$ cat src/rtl/core/dpwc_pkg.sv
// ----------------------------------------------------------------------------
// dpwc_pkg
// Widths, window base patterns and codes for the DMA protection window clipper.
// ----------------------------------------------------------------------------
package dpwc_pkg;

    localparam int ADDR_W  = 32;
    localparam int LEN_W   = 12;
    localparam int BLOCK_W = 7;
    localparam int IDX_W   = 2;

    localparam logic [LEN_W-1:0] MAX_CHUNK_BYTES = 12'd2352;

    // window edges: block index sits in bits 26:20 over a fixed base
    localparam logic [ADDR_W-1:0] TOP_BASE = 32'h0800_0000;
    localparam logic [ADDR_W-1:0] BOT_BASE = 32'h080f_ffff;

    localparam logic OP_CHUNK       = 1'b0;
    localparam logic OP_QUEUE_EMPTY = 1'b1;

    typedef enum logic [IDX_W-1:0] {
        REG_PROT_TOP    = 2'd0,
        REG_PROT_BOTTOM = 2'd1,
        REG_START_ADDR  = 2'd2,
        REG_DMA_LENGTH  = 2'd3
    } cfg_reg_t;

endpackage

$ cat src/rtl/core/dma_protection_window_clipper.sv
// ----------------------------------------------------------------------------
// dma_protection_window_clipper
// Caps DMA chunks at the chunk limit, cuts them to the bytes owed and clips them to the protected window.
// ----------------------------------------------------------------------------
// Usage:
//   Item channel (item_valid/item_stall): one request per buffered chunk
//   (operation = chunk, chunk_length bytes) or an end-of-queue mark.
//   Result channel (result_valid/result_stall): exactly one result per
//   request: permitted write address/length, write_valid, and transfer_done
//   with final_count when the length is met or the queue runs empty.
//   A request passes from the input register through the clip logic into
//   the result register. Throughput is one request per cycle while the
//   receiver does not stall; running address and byte count update in the
//   same cycle a request leaves the input register, so back-to-back
//   requests see them.
//   When the receiver stalls, the result holds and one more request waits
//   in the input register; item_stall rises only when both are full.
//   Reset clears both stages, loads the window registers (top 127, bottom 0),
//   start address and length 0, and restarts the transfer state.
//   Configuration writes (cfg_write/cfg_index/cfg_data) take effect at the
//   next edge; writing the start address also restarts the transfer.
// ----------------------------------------------------------------------------
module dma_protection_window_clipper
(
    input  logic                          clk,
    input  logic                          rst_n,

    input  logic                          cfg_write,
    input  logic [dpwc_pkg::IDX_W-1:0]    cfg_index,
    input  logic [dpwc_pkg::ADDR_W-1:0]   cfg_data,

    input  logic                          item_valid,
    output logic                          item_stall,
    input  logic                          operation,
    input  logic [dpwc_pkg::LEN_W-1:0]    chunk_length,

    output logic                          result_valid,
    input  logic                          result_stall,
    output logic [dpwc_pkg::ADDR_W-1:0]   write_address,
    output logic [dpwc_pkg::LEN_W-1:0]    write_length,
    output logic                          write_valid,
    output logic                          transfer_done,
    output logic [dpwc_pkg::ADDR_W-1:0]   final_count
);

    localparam int AW = dpwc_pkg::ADDR_W;
    localparam int LW = dpwc_pkg::LEN_W;
    localparam int BW = dpwc_pkg::BLOCK_W;

    // configuration
    logic [BW-1:0] prot_top_reg;
    logic [BW-1:0] prot_bot_reg;
    logic [AW-1:0] load_addr_reg;
    logic [AW-1:0] xfer_len_reg;

    // transfer state
    logic [AW-1:0] cur_addr_reg;
    logic [AW-1:0] bytes_reg;
    logic [AW-1:0] cur_addr_next;
    logic [AW-1:0] bytes_next;

    // input stage
    logic          in_vld_reg;
    logic          in_op_reg;
    logic [LW-1:0] in_len_reg;

    // result stage
    logic          out_vld_reg;
    logic [AW-1:0] out_addr_reg;
    logic [LW-1:0] out_len_reg;
    logic          out_wvld_reg;
    logic          out_done_reg;
    logic [AW-1:0] out_count_reg;

    logic out_free;
    logic advance;

    assign out_free   = !out_vld_reg || !result_stall;
    assign advance    = in_vld_reg && out_free;
    assign item_stall = in_vld_reg && !out_free;

    // ---------------- clip logic ----------------
    logic          active;
    logic [AW-1:0] owed;
    logic [LW-1:0] capped;
    logic [LW-1:0] size0;
    logic [AW-1:0] win_top;
    logic [AW-1:0] win_bot;
    logic [AW:0]   end_sum;
    logic          below;
    logic          skip;
    logic [AW-1:0] gap;
    logic [AW-1:0] addr1;
    logic [LW-1:0] size1;
    logic [AW:0]   last_sum;
    logic [AW-1:0] bot_room;
    logic [LW-1:0] size2;
    logic [LW-1:0] adv_size;
    logic          wr_ok;
    logic          done;
    logic [AW-1:0] counted;

    always_comb
    begin
        active  = (in_op_reg == dpwc_pkg::OP_CHUNK) && (bytes_reg < xfer_len_reg);
        owed    = xfer_len_reg - bytes_reg;
        capped  = (in_len_reg > dpwc_pkg::MAX_CHUNK_BYTES) ? dpwc_pkg::MAX_CHUNK_BYTES
                                                           : in_len_reg;
        size0   = (owed < {{(AW-LW){1'b0}}, capped}) ? owed[LW-1:0] : capped;
        counted = bytes_reg + {{(AW-LW){1'b0}}, size0};

        win_top = dpwc_pkg::TOP_BASE | {{(AW-BW-20){1'b0}}, prot_top_reg, 20'h0_0000};
        win_bot = dpwc_pkg::BOT_BASE | {{(AW-BW-20){1'b0}}, prot_bot_reg, 20'h0_0000};

        // lying wholly below the top is skipped, straddling starts at the top
        end_sum = {1'b0, cur_addr_reg} + {{(AW+1-LW){1'b0}}, size0};
        below   = cur_addr_reg < win_top;
        skip    = below && (end_sum < {1'b0, win_top});
        gap     = win_top - cur_addr_reg;
        if (below && !skip)
        begin
            addr1 = win_top;
            size1 = size0 - gap[LW-1:0];
        end
        else
        begin
            addr1 = cur_addr_reg;
            size1 = size0;
        end

        // clip to end at the bottom
        last_sum = {1'b0, addr1} + {{(AW+1-LW){1'b0}}, size1} - {{AW{1'b0}}, 1'b1};
        bot_room = win_bot - addr1 + {{(AW-1){1'b0}}, 1'b1};
        if (size1 == '0 || addr1 > win_bot)
            size2 = '0;
        else if (last_sum > {1'b0, win_bot})
            size2 = bot_room[LW-1:0];
        else
            size2 = size1;

        adv_size = skip ? size0 : size2;
        wr_ok    = active && !skip && (size2 != '0);
        done     = !active || (counted >= xfer_len_reg);

        cur_addr_next = cur_addr_reg;
        bytes_next    = bytes_reg;
        if (advance)
        begin
            if (done)
            begin
                cur_addr_next = load_addr_reg;
                bytes_next    = '0;
            end
            else
            begin
                cur_addr_next = addr1 + {{(AW-LW){1'b0}}, adv_size};
                bytes_next    = counted;
            end
        end

        // writing the start address restarts the transfer
        if (cfg_write && cfg_index == dpwc_pkg::REG_START_ADDR)
        begin
            cur_addr_next = cfg_data;
            bytes_next    = '0;
        end
    end

    // ---------------- control and state ----------------
    always_ff @(posedge clk or negedge rst_n)
    begin
        if (!rst_n)
        begin
            prot_top_reg  <= '1;
            prot_bot_reg  <= '0;
            load_addr_reg <= '0;
            xfer_len_reg  <= '0;
            cur_addr_reg  <= '0;
            bytes_reg     <= '0;
            in_vld_reg    <= 1'b0;
            out_vld_reg   <= 1'b0;
        end
        else
        begin
            cur_addr_reg <= cur_addr_next;
            bytes_reg    <= bytes_next;
            if (cfg_write)
            begin
                case (cfg_index)
                    dpwc_pkg::REG_PROT_TOP:    prot_top_reg  <= cfg_data[BW-1:0];
                    dpwc_pkg::REG_PROT_BOTTOM: prot_bot_reg  <= cfg_data[BW-1:0];
                    dpwc_pkg::REG_START_ADDR:  load_addr_reg <= cfg_data;
                    dpwc_pkg::REG_DMA_LENGTH:  xfer_len_reg  <= cfg_data;
                    default: ;
                endcase
            end

            if (item_valid && !item_stall)
                in_vld_reg <= 1'b1;
            else if (advance)
                in_vld_reg <= 1'b0;

            if (advance)
                out_vld_reg <= 1'b1;
            else if (!result_stall)
                out_vld_reg <= 1'b0;
        end
    end

    // ---------------- payload ----------------
    always_ff @(posedge clk)
    begin
        if (item_valid && !item_stall)
        begin
            in_op_reg  <= operation;
            in_len_reg <= chunk_length;
        end
        if (advance)
        begin
            out_wvld_reg  <= wr_ok;
            out_addr_reg  <= wr_ok ? addr1 : '0;
            out_len_reg   <= wr_ok ? size2 : '0;
            out_done_reg  <= done;
            out_count_reg <= !done ? '0 : (active ? counted : bytes_reg);
        end
    end

    assign result_valid  = out_vld_reg;
    assign write_address = out_addr_reg;
    assign write_length  = out_len_reg;
    assign write_valid   = out_wvld_reg;
    assign transfer_done = out_done_reg;
    assign final_count   = out_count_reg;

endmodule

$ cat config.mk
export PLATFORM = sky130hd
export DESIGN_NAME = dma_protection_window_clipper
export DESIGN_NICKNAME = d
export VERILOG_FILES = /design/src/rtl/core/dpwc_pkg.sv /design/src/rtl/core/dma_protection_window_clipper.sv
export SDC_FILE = /design/constraint.sdc
export NUM_CORES = 1
export LEC_CHECK = 0
export BUFFER_PORTS_ARGS = -buffer_cell sky130_fd_sc_hd__buf_4
export CAP_MARGIN = 10
export CORE_MARGIN = 4
export CORE_UTILIZATION = 35
export DETAILED_ROUTE_END_ITERATION = 8
export PLACE_DENSITY = 0.49
export SYNTH_ARGS = -nofsm -noshare
export SYNTH_HDL_FRONTEND = slang
export SYNTH_SLANG_ARGS = --single-unit
$ cat constraint.sdc
create_clock -name clk -period 28.4 [get_ports clk]
set_input_delay 5.68 -clock clk [delete_from_list [all_inputs] [get_ports clk]]
set_output_delay 5.68 -clock clk [all_outputs]
set_load 0.02 [all_outputs]
; After elaboration in Yosys (flattened, before gate mapping)
; Index checks and enable logic that the tools add are counted.
[classes]
add_sub_neg = 10
order_cmp = 8
eq_ne = 4
mux = 18
bitwise_logic = 1
reduce_logical = 27
[ops]
columns = op, n
row1 = two-way mux 32 bit, 8
row2 = two-way mux 12 bit, 6
row3 = adder 32 x 12 -> 33 bit, 2
row4 = adder 32 x 12 -> 32 bit, 2
row5 = greater-than comparator 33 x 28 -> 1 bit, 1
row6 = less-than comparator 33 x 28 -> 1 bit, 1
row7 = "subtractor 33 x 1 -> 33 bit, second input constant", 1
row8 = >= comparator 32 bit, 1
row9 = greater-than comparator 32 x 28 -> 1 bit, 1
row10 = less-than comparator 32 x 12 -> 1 bit, 1
row11 = less-than comparator 32 x 28 -> 1 bit, 1
row12 = less-than comparator 32 bit, 1
row13 = subtractor 32 bit, 1
row14 = "adder 12 x 1 -> 12 bit, second input constant", 1
row15 = "greater-than comparator 12 bit, second input constant", 1
row16 = zero test 12 bit, 1
row17 = nonzero test 12 bit, 1
row18 = "subtractor 1 x 12 -> 12 bit, first input constant", 1
row19 = subtractor 12 bit, 1
row20 = "subtractor 12 bit, first input constant", 1
row21 = logical AND 1 bit, 9
row22 = AND reduction 2 bit, 4
row23 = zero test 1 bit, 6
row24 = "equality test 2 bit, second input constant", 2
row25 = other kinds (7), 13
[totals]
regBits = 235
input_bits = 52
out_inout_bits = 80
word_cells = 83

; Longest topological paths before layout
; Gate-level depths: netlist of run 1.
[logic_depth]
ltp_word = 20
mapped_depth = 87
ltp_nobuf = 80

; Worst setup path after synthesis of run 1
; OpenSTA, ideal clock, no wires.
[synth_timing]
kind = flip-flop to flip-flop
from = register xfer_len_reg[0]
to = register cur_addr_reg[21]
setup_time_ns = 0.142
arrival_ns = 15.046
required_ns = 28.258
slack_ns = 13.211
path_stages_with_launch = 84
n_path_buf = 6
period_less_slack_ns = 15.189
cell_sequence = dfrtp_1 inv_1 ha_1 inv_1 fa_1 a21o_1 nand4_1 nand2_1 a21oi_1 xnor2_1 ha_1 a21oi_1 nand2_1 a22oi_1 nand3_1 nor4_1 nand4_1 or4_4 [48 not listed] buf_2 mux2_2 o22ai_1 ha_1 a21o_1 a21oi_1 o21bai_1 a21oi_1 nor2b_1 o21ai_0 nand2b_1 nand2_1 o21a_1 o211ai_2 a41oi_4 nor3_1 xnor2_1 o221ai_1
[synth_via]
elab_chain_len = 19
elab_cells_between_ends = 32
classes_between = add/sub (9) / order compare (6) / mux (9) / reduce/logical (8)
[synth_rtl]
columns = element, line
row1 = from (decl), dma_protection_window_clipper.sv:54  ; logic [AW-1:0] xfer_len_reg;
row2 = from (signal assigned), dma_protection_window_clipper.sv:193  ; dpwc_pkg::REG_DMA_LENGTH: xfer_len_reg <= cfg_data;
row3 = subtractor 32 bit, dma_protection_window_clipper.sv:106  ; owed = xfer_len_reg - bytes_reg;
row4 = less-than comparator 32 x 12 -> 1 bit, dma_protection_window_clipper.sv:109  ; size0 = (owed < {{(AW-LW){1'b0}}, capped}) ? owed[LW-1:0] : capped;
row5 = two-way mux 12 bit, dma_protection_window_clipper.sv:109
row6 = adder 32 x 12 -> 33 bit, dma_protection_window_clipper.sv:116  ; end_sum = {1'b0, cur_addr_reg} + {{(AW+1-LW){1'b0}}, size0};
row7 = less-than comparator 33 x 28 -> 1 bit, dma_protection_window_clipper.sv:118  ; skip = below && (end_sum < {1'b0, win_top});
row8 = logical AND 1 bit, dma_protection_window_clipper.sv:118
row9 = zero test 1 bit, dma_protection_window_clipper.sv:120  ; if (below && !skip)
row10 = logical AND 1 bit, dma_protection_window_clipper.sv:120
row11 = [3 not listed], n/a
row12 = greater-than comparator 33 x 28 -> 1 bit, dma_protection_window_clipper.sv:136  ; else if (last_sum > {1'b0, win_bot})
row13 = two-way mux 12 bit, dma_protection_window_clipper.sv:136
row14 = two-way mux 12 bit, dma_protection_window_clipper.sv:134  ; if (size1 == '0 || addr1 > win_bot)
row15 = two-way mux 12 bit, dma_protection_window_clipper.sv:141  ; adv_size = skip ? size0 : size2;
row16 = adder 32 x 12 -> 32 bit, dma_protection_window_clipper.sv:156  ; cur_addr_next = addr1 + {{(AW-LW){1'b0}}, adv_size};
row17 = two-way mux 32 bit *, dma_protection_window_clipper.sv:149  ; if (done)
row18 = two-way mux 32 bit *, dma_protection_window_clipper.sv:147  ; if (advance)
row19 = two-way mux 32 bit *, dma_protection_window_clipper.sv:162  ; if (cfg_write && cfg_index == dpwc_pkg::REG_START_ADDR)
row20 = to (signal assigned), dma_protection_window_clipper.sv:185  ; cur_addr_reg <= cur_addr_next;
row21 = to (decl), dma_protection_window_clipper.sv:57  ; logic [AW-1:0] cur_addr_reg;
; Mark *: on every way between the ends. The rest lies on a longest branch, timed or not. The select of a mux whose other input is x is not followed.
; A chain may end at the register's enable or synchronous reset.

; Worst setup path after layout of run 1
[layout_timing]
from = register in_len_reg[0]
to = register cur_addr_reg[24]
[layout_via]
elab_chain_len = 20
elab_cells_between_ends = 30
classes_between = add/sub (8) / order compare (6) / mux (10) / reduce/logical (6)
[layout_rtl]
columns = element, line
row1 = from (decl), dma_protection_window_clipper.sv:65  ; logic [LW-1:0] in_len_reg;
row2 = from (signal assigned), dma_protection_window_clipper.sv:216  ; in_len_reg <= chunk_length;
row3 = greater-than comparator 12 bit, dma_protection_window_clipper.sv:107  ; capped = (in_len_reg > dpwc_pkg::MAX_CHUNK_BYTES) ? dpwc_pkg::MAX_CHUNK_BYTES
row4 = two-way mux 12 bit *, dma_protection_window_clipper.sv:107
row5 = less-than comparator 32 x 12 -> 1 bit, dma_protection_window_clipper.sv:109
row6 = two-way mux 12 bit *, dma_protection_window_clipper.sv:109
row7 = adder 32 x 12 -> 33 bit, dma_protection_window_clipper.sv:116
row8 = less-than comparator 33 x 28 -> 1 bit, dma_protection_window_clipper.sv:118
row9 = logical AND 1 bit, dma_protection_window_clipper.sv:118
row10 = zero test 1 bit, dma_protection_window_clipper.sv:120
row11 = [4 not listed], n/a
row12 = greater-than comparator 33 x 28 -> 1 bit, dma_protection_window_clipper.sv:136
row13 = two-way mux 12 bit, dma_protection_window_clipper.sv:136
row14 = two-way mux 12 bit, dma_protection_window_clipper.sv:134
row15 = two-way mux 12 bit, dma_protection_window_clipper.sv:141
row16 = adder 32 x 12 -> 32 bit, dma_protection_window_clipper.sv:156
row17 = two-way mux 32 bit *, dma_protection_window_clipper.sv:149
row18 = two-way mux 32 bit *, dma_protection_window_clipper.sv:147
row19 = two-way mux 32 bit *, dma_protection_window_clipper.sv:162
; Marks and branches as above.

==> flow_summary.json, run 1 <==
{
  "status": "complete, no violations",
  "rr_worst_depth": 75,
  "clockBufferDepth": 3,
  "gp_congestion": 0.956,
  "synth-edff-count": 91,
  "core_area_um2": 55200,
  "drc": 0,
  "grt_setup_unrepaired": "no",
  "worstSkewPairLatency_ps": 610,
  "antenna_left": 0,
  "hold_viol": 0,
  "grt_usage_pct": 23.4,
  "peakVddDrop_mv": 0.0555,
  "period_share_pct": 62.1,
  "hold_path_depth": 2,
  "row_count": 86,
  "path_class": "register to register",
  "fin_tns_setup_ps": 0,
  "max_stage_delay_ps": 650,
  "cts_tree": "built",
  "maxCapViolCount": 0,
  "fmax_ghz": 0.0567,
  "synth_seq_cells": 235,
  "synth_ff_type": "dfrtp_1",
  "initial_utilization_pct": 35.5,
  "slowest_stage": "a221oi_1",
  "ys_types": 92,
  "grt_pass1_wl_mm": 109,
  "cts_made_buffers": 30,
  "required_ps": 28850,
  "synth_cells": 2317,
  "dieWidth_um": 244,
  "p_int_uw": 1200,
  "p_per_area_nw_per_um2": 107,
  "wl_mm": 71.7,
  "die_area_um2": 59800,
  "clkPwrFrac_pct": 16.3,
  "syn_area_um2": 19600,
  "place_hpwl_mm": 55.2,
  "ys_top_cells_by_area": "dfrtp_1, edfxtp_1, ha_1, nand2_1, a21oi_1",
  "p_comb_share_pct": 63.7,
  "grt_pass1_vias": 17300,
  "critPathLaunchType": "register",
  "grt_max_degree": 88,
  "synth_top_area_share_pct": 17.5,
  "cts_sinks": 235,
  "post_cts_buffers": 0,
  "drive_above_1_share_pct": 12.1,
  "seq_area_frac_synth_pct": 32.4,
  "n_fill_cell": 5646,
  "antenna_found_initial": 2,
  "seqPwrFrac_pct": 19.9,
  "first_pass_iters": 6,
  "viasPerCell": 5.64,
  "p_switching_uw": 1190,
  "hold_class": "register to register",
  "avgSynthCellArea_um2": 8.45,
  "p_leak_uw": 0.00983,
  "drtIter0Drc": 1498,
  "slew_headroom_pct": 28.6,
  "arrival_ps": 18080,
  "yosys_warnings": 0,
  "cp_max_fo": 65,
  "switching_share_pct": 49.9,
  "final_nets": 2665,
  "setup.worst_path.end_class": "register",
  "vias": 18000,
  "syn2layout_area_growth_pct": 14.2,
  "clk_pin_slew_ps": 60,
  "tightestPinTransition_ps": 1060,
  "port_buffers": 131,
  "grt-ovfl-total": 0,
  "die_height_um": 244,
  "async_flop_share_pct": 61.3,
  "io_pins": 132,
  "h-tree-depth": 1,
  "cts_resized": 0,
  "syn_nets": 2572,
  "finalCriticalPeriod_ps": 17630,
  "yosys.area.top_type": "dfrtp_1",
  "setup_viol": 0,
  "wire_per_inst_um": 22.5,
  "cts_root_buffer": "clkbuf_16",
  "finClkSkew_ps": 27.4,
  "slew_violations": 0,
  "cts_hold_buf": 0,
  "power_uw": 2390
}
power by group through the flow:
stage,Sequential (uW),Clock (uW),Combinational (uW)
floorplan,464,0,1050
global placement,480,0,1500
detailed placement,480,0,1490
CTS,475,400,1500
global route,481,413,1680
finish,475,390,1520
logic make-up after synthesis:
family          count (synthesis)  synth area share, %
buf+inv                       287                 5.61
flops                         235                 32.4
fa+ha+maj                     205                 13.3
xor+xnor                      119                 5.33
mux                            78                 4.31
compound gates                611                 20.0
simple gates                  782                 19.1
critical path: cells and delay by family (launching register included):
kind	cells	cell delay, ps
buffers and inverters	8	1420
XOR/XNOR	3	790
AND/OR/NAND/NOR	22	4940
adder cells (fa/ha/maj)	10	2830
flip-flops	1	460
AO/OA/AOI/OAI	31	6380
multiplexers	1	590
area by class of cell:
cell class | instances | area (um^2) | share of cell area (%)
multi-input cells | 1795 | 12200 | 54.5
flip-flops and latches | 235 | 6340 | 28.4
repair buffers | 157 | 1190 | 5.32
well taps | 748 | 936 | 4.19
clock buffers | 42 | 837 | 3.75
inverters | 191 | 719 | 3.22
clock inverters | 14 | 141 | 0.633
diodes | 1 | 2.50 | 0.0112
cells in the final DEF (no fill, tap or decap), types with 22 or more instances in the layout:
cell type	count
a21oi_1	195
mux2i_1	28
o21ai_0	139
nand3_1	67
mux2_2	50
inv_1	185
or3_1	26
clkbuf_16	31
buf_4	155
ha_1	198
o221ai_1	25
nand2_1	269
nand2b_1	22
a21o_1	54
nor3_1	30
and3_1	33
dfrtp_1	137
nor2_1	183
xnor2_1	101
nand4_1	50
edfxtp_1	91
cell usage after synthesis (20+ instances only):
library cell	count
a21o_1	54
nand4_1	50
o221ai_1	25
or3_1	26
nand3_1	67
nand2_1	269
and3_1	33
edfxtp_1	91
nor3_1	30
nor2_1	184
inv_1	186
o21ai_0	139
xnor2_1	101
clkbuf_1	64
nand2b_1	22
ha_1	198
dfrtp_1	137
mux2_2	50
a21oi_1	195
mux2i_1	28
o21a_1	20
per-stage QoR:
stage / hold slack [ps] / instance area, um^2 / setup slack (ps) / std cells / util [%]
2_1_floorplan: 438 / 19600 / 13210 / 2317 / -
3_3_place_gp: 449 / 21400 / 11480 / 3125 / 38.7
3_5_place_dp: 456 / 21400 / 11100 / 3125 / 38.7
4_1_cts: 470 / 22300 / 11050 / 3181 / 40.5
5_1_grt: 494 / 22300 / 9620 / 3182 / 40.5
6_report: 469 / 22300 / 10770 / 3183 / 40.5
worst paths after layout:
path / startpoint / to / slack (ps)
max: in_len_reg[0]$_DFFE_PP_ / cur_addr_reg[24]$_DFFE_PN0P_ / 10770
min: load_addr_reg[18]$_DFFE_PN0P_ / load_addr_reg[18]$_DFFE_PN0P_ / 470
max reg2reg: in_len_reg[0]$_DFFE_PP_ / cur_addr_reg[24]$_DFFE_PN0P_ / 10770
min reg2reg: load_addr_reg[18]$_DFFE_PN0P_ / load_addr_reg[18]$_DFFE_PN0P_ / 470
max in group asynchronous: rst_n / load_addr_reg[3]$_DFFE_PN0P_ / 21830
min in group asynchronous: rst_n / bytes_reg[20]$_DFFE_PN0P_ / 5170
per-layer routing:
layer / vias to the layer above / track usage (%) / part of all wire [%]
met5: - / 0 / 0
met2: 625 / 36.6 / 44
li1: 8554 / - / -
met4: 0 / 5.96 / 2.9
met1: 8694 / 34.4 / 48
met3: 91 / 2.64 / 5.5
(Power assumes the default switching activity.)
==> run 2: changes to the inputs <==
--- a/config.mk
+++ b/config.mk
@@ -5,12 +5,13 @@
 export SDC_FILE = /design/constraint.sdc
 export NUM_CORES = 1
 export LEC_CHECK = 0
+export ABC_AREA = 1
 export BUFFER_PORTS_ARGS = -buffer_cell sky130_fd_sc_hd__buf_4
 export CAP_MARGIN = 10
 export CORE_MARGIN = 4
 export CORE_UTILIZATION = 35
 export DETAILED_ROUTE_END_ITERATION = 8
-export PLACE_DENSITY = 0.49
+export PLACE_DENSITY = 0.51
 export SYNTH_ARGS = -nofsm -noshare
 export SYNTH_HDL_FRONTEND = slang
 export SYNTH_SLANG_ARGS = --single-unit
==> constraint.sdc (replaced) <==
create_clock -name clk -period 15.6 [get_ports clk]
set_input_delay 3.12 -clock clk [delete_from_list [all_inputs] [get_ports clk]]
set_output_delay 3.12 -clock clk [all_outputs]
set_load 0.02 [all_outputs]
==> run 2 against run 1 <==
Compared with the run above: final cell count rose by 24%; combinational power rose by 72%; first-iteration DRC count fell by 6.7%; register-to-register slack got worse by 9500 ps; fmax rose by 23%; die area rose by 5.0%; non-clock buffer count fell by 10; global-route usage rose by 0.17 points; worst setup slack got worse by 9500 ps; wire length rose by 6.5%; clock skew fell by 4.0 ps; synthesized cell count rose by 31%; critical endpoint is now cur_addr_reg[30]$_DFFE_PN0P_.
==> flow_summary.json, run 2 <==
{
  "die_area_um2": 62800,
  "path_class": "register to register",
  "maxCapViolCount": 0,
  "cpMostUsedCell": "nand2_1",
  "finClkSkew_ps": 23.3,
  "setup_viol": 0,
  "cts_sinks": 235,
  "grt-ovfl-total": 0,
  "grt_max_degree": 88,
  "synth_common_cells": "nand2_1, inv_1, nor2_1, ha_1, nand3_1",
  "utilization_pct": 40.3,
  "syn_area_um2": 20600,
  "slew_headroom_pct": 33.4,
  "vias": 20100,
  "async_flop_share_pct": 61.3,
  "status": "complete, no violations",
  "dp.cells": 3883,
  "arrival_ps": 14860,
  "wire_per_inst_um": 19.4,
  "slowest_stage": "dfrtp_1",
  "io_pins": 132,
  "grt_pass1_wl_mm": 116,
  "tightestPinTransition_ps": 1000,
  "timing.rr.start": "bytes_reg[5]$_DFFE_PN0P_",
  "r2r_setup_slack_ps": 1220,
  "drive_above_1_share_pct": 8.25,
  "ys_top_cells_by_area": "dfrtp_1, nand2_1, edfxtp_1, ha_1, inv_1",
  "p_leak_uw": 0.0120,
  "p_per_area_nw_per_um2": 179,
  "critPathLaunchType": "register",
  "min_from": "load_addr_reg[6]$_DFFE_PN0P_",
  "worstSkewPairLatency_ps": 600,
  "wl_mm": 76.3,
  "syn_nets": 3291,
  "cts_hold_buf": 0,
  "seq_area_frac_synth_pct": 30.8,
  "synth-edff-count": 91,
  "row_count": 88,
  "hold_path_depth": 2,
  "cp_max_fo": 34,
  "clk_pin_slew_ps": 60,
  "antenna_left": 0,
  "h-tree-depth": 1,
  "setup.worst_path.end_class": "register",
  "cts_root_buffer": "clkbuf_16",
  "antenna_found_initial": 1,
  "ys_types": 60,
  "fin_cells": 3942,
  "synth_top_area_share_pct": 16.7,
  "fin_hold_ws_ps": 481,
  "initial_utilization_pct": 35.5,
  "viasPerCell": 5.09,
  "yosys_warnings": 0,
  "hold_viol": 0,
  "regToRegEndpoint": "cur_addr_reg[30]$_DFFE_PN0P_",
  "place_hpwl_mm": 61.4,
  "synth_cells": 3036,
  "cp-startpoint": "bytes_reg[5]$_DFFE_PN0P_",
  "hold_class": "register to register",
  "peakVddDrop_mv": 0.108,
  "rr_worst_depth": 82,
  "synth_seq_cells": 235,
  "port_buffers": 131,
  "gp_congestion": 0.942,
  "grt_usage_pct": 23.5,
  "final_nets": 3406,
  "clockBufferDepth": 3,
  "first_pass_iters": 6,
  "required_ps": 16080,
  "finalCriticalPeriod_ps": 14380,
  "yosys.area.top_type": "dfrtp_1",
  "syn2layout_area_growth_pct": 13.4,
  "grt_pass1_vias": 19900,
  "fmax_ghz": 0.0696,
  "slew_violations": 0,
  "period_share_pct": 92.2,
  "hold_path_end": "load_addr_reg[6]$_DFFE_PN0P_",
  "die_height_um": 251,
  "cts_tree": "built",
  "cts_made_buffers": 31,
  "dieWidth_um": 251,
  "synth.most_common_cell": "nand2_1",
  "drc": 0,
  "final_common_cell": "nand2_1",
  "drtIter0Drc": 1397,
  "core_area_um2": 57900,
  "final_cell_mix": "nand2_1, inv_1, nor2_1, ha_1, nand3_1",
  "synth_ff_type": "dfrtp_1",
  "avgSynthCellArea_um2": 6.78,
  "max_stage_delay_ps": 440
}
-- run 2: cell count changes after synthesis, sizes merged, moves of 49 or more --
| cell | previous run | this run |
|---|---|---|
| a21o | 54 | 5 |
| xnor2 | 101 | 13 |
| mux2 | 50 | 0 |
| nor2 | 184 | 302 |
| nand2 | 269 | 874 |
| nand3 | 67 | 207 |
| inv | 188 | 517 |
-- run 2: kinds of logic after synthesis --
| group | synth area share, % |
|---|---|
| compound gates | 11.6 |
| xor+xnor | 3.28 |
| fa+ha+maj | 12.5 |
| buf+inv | 11.0 |
| flops | 30.8 |
| simple gates | 30.8 |
-- run 2: layout make-up --
cell class	count	area, um^2
clock inverters	19	135
flip-flops and latches	235	6340
diodes	1	2.50
clock buffers	39	836
well taps	765	957
inverters	518	1950
fillers	6260	34600
repair buffers	147	1110
multi-input cells	2218	12000
-- run 2: worst max-delay path: cells and delay by family, from the launching register on --
| kind | cells | cell delay (ps) |
|---|---|---|
| compound gates | 15 | 3080 |
| xor+xnor | 3 | 530 |
| fa+ha+maj | 11 | 3400 |
| buf+inv | 14 | 1570 |
| flops | 1 | 440 |
| simple gates | 39 | 5180 |
-- run 2: power breakdown --
part | internal [uW] | switching, uW
logic | 851 | 1760
registers | 771 | 89.5
clock network | 383 | 310
-- run 2: worst max-delay path by stage --
stage / to / slack, ps
after floorplan: cur_addr_reg[30]$_DFFE_PN0P_ / 4530
after global placement: cur_addr_reg[29]$_DFFE_PN0P_ / 960
after detailed placement: cur_addr_reg[17]$_DFFE_PN0P_ / 950
after CTS: cur_addr_reg[27]$_DFFE_PN0P_ / 900
after global routing: cur_addr_reg[30]$_DFFE_PN0P_ / -40
final: cur_addr_reg[30]$_DFFE_PN0P_ / 1220
-- run 2: through the flow --
stage / TNS, ps / worst slack, ps / instance area [um^2] / power, uW
after detailed placement: 0 / 950 / 22300 / 3450
final: 0 / 1220 / 23300 / 4170
after global routing: -63.9 / -41.9 / 23300 / 4550
after floorplan: 0 / 4530 / 20600 / 2700
after global placement: 0 / 962 / 22300 / 3450
after CTS: 0 / 896 / 23300 / 4170
-- run 2: what timing repair did --
item | 4_1_cts | 5_1_grt
setup buffers | 0 | 0
endpoints found under the setup margin | 0 | 24
hold endpoints to repair | 0 | 0
gates resized for setup | 0 | 5
-- run 2: per-layer routing --
layer	track usage (%)	vias up	share of wire, %
met5	0	-	0.042
met4	6.50	4	2.8
met3	2.51	91	4.4
met2	40.6	481	48
met1	31.5	9461	45
li1	-	10000	-
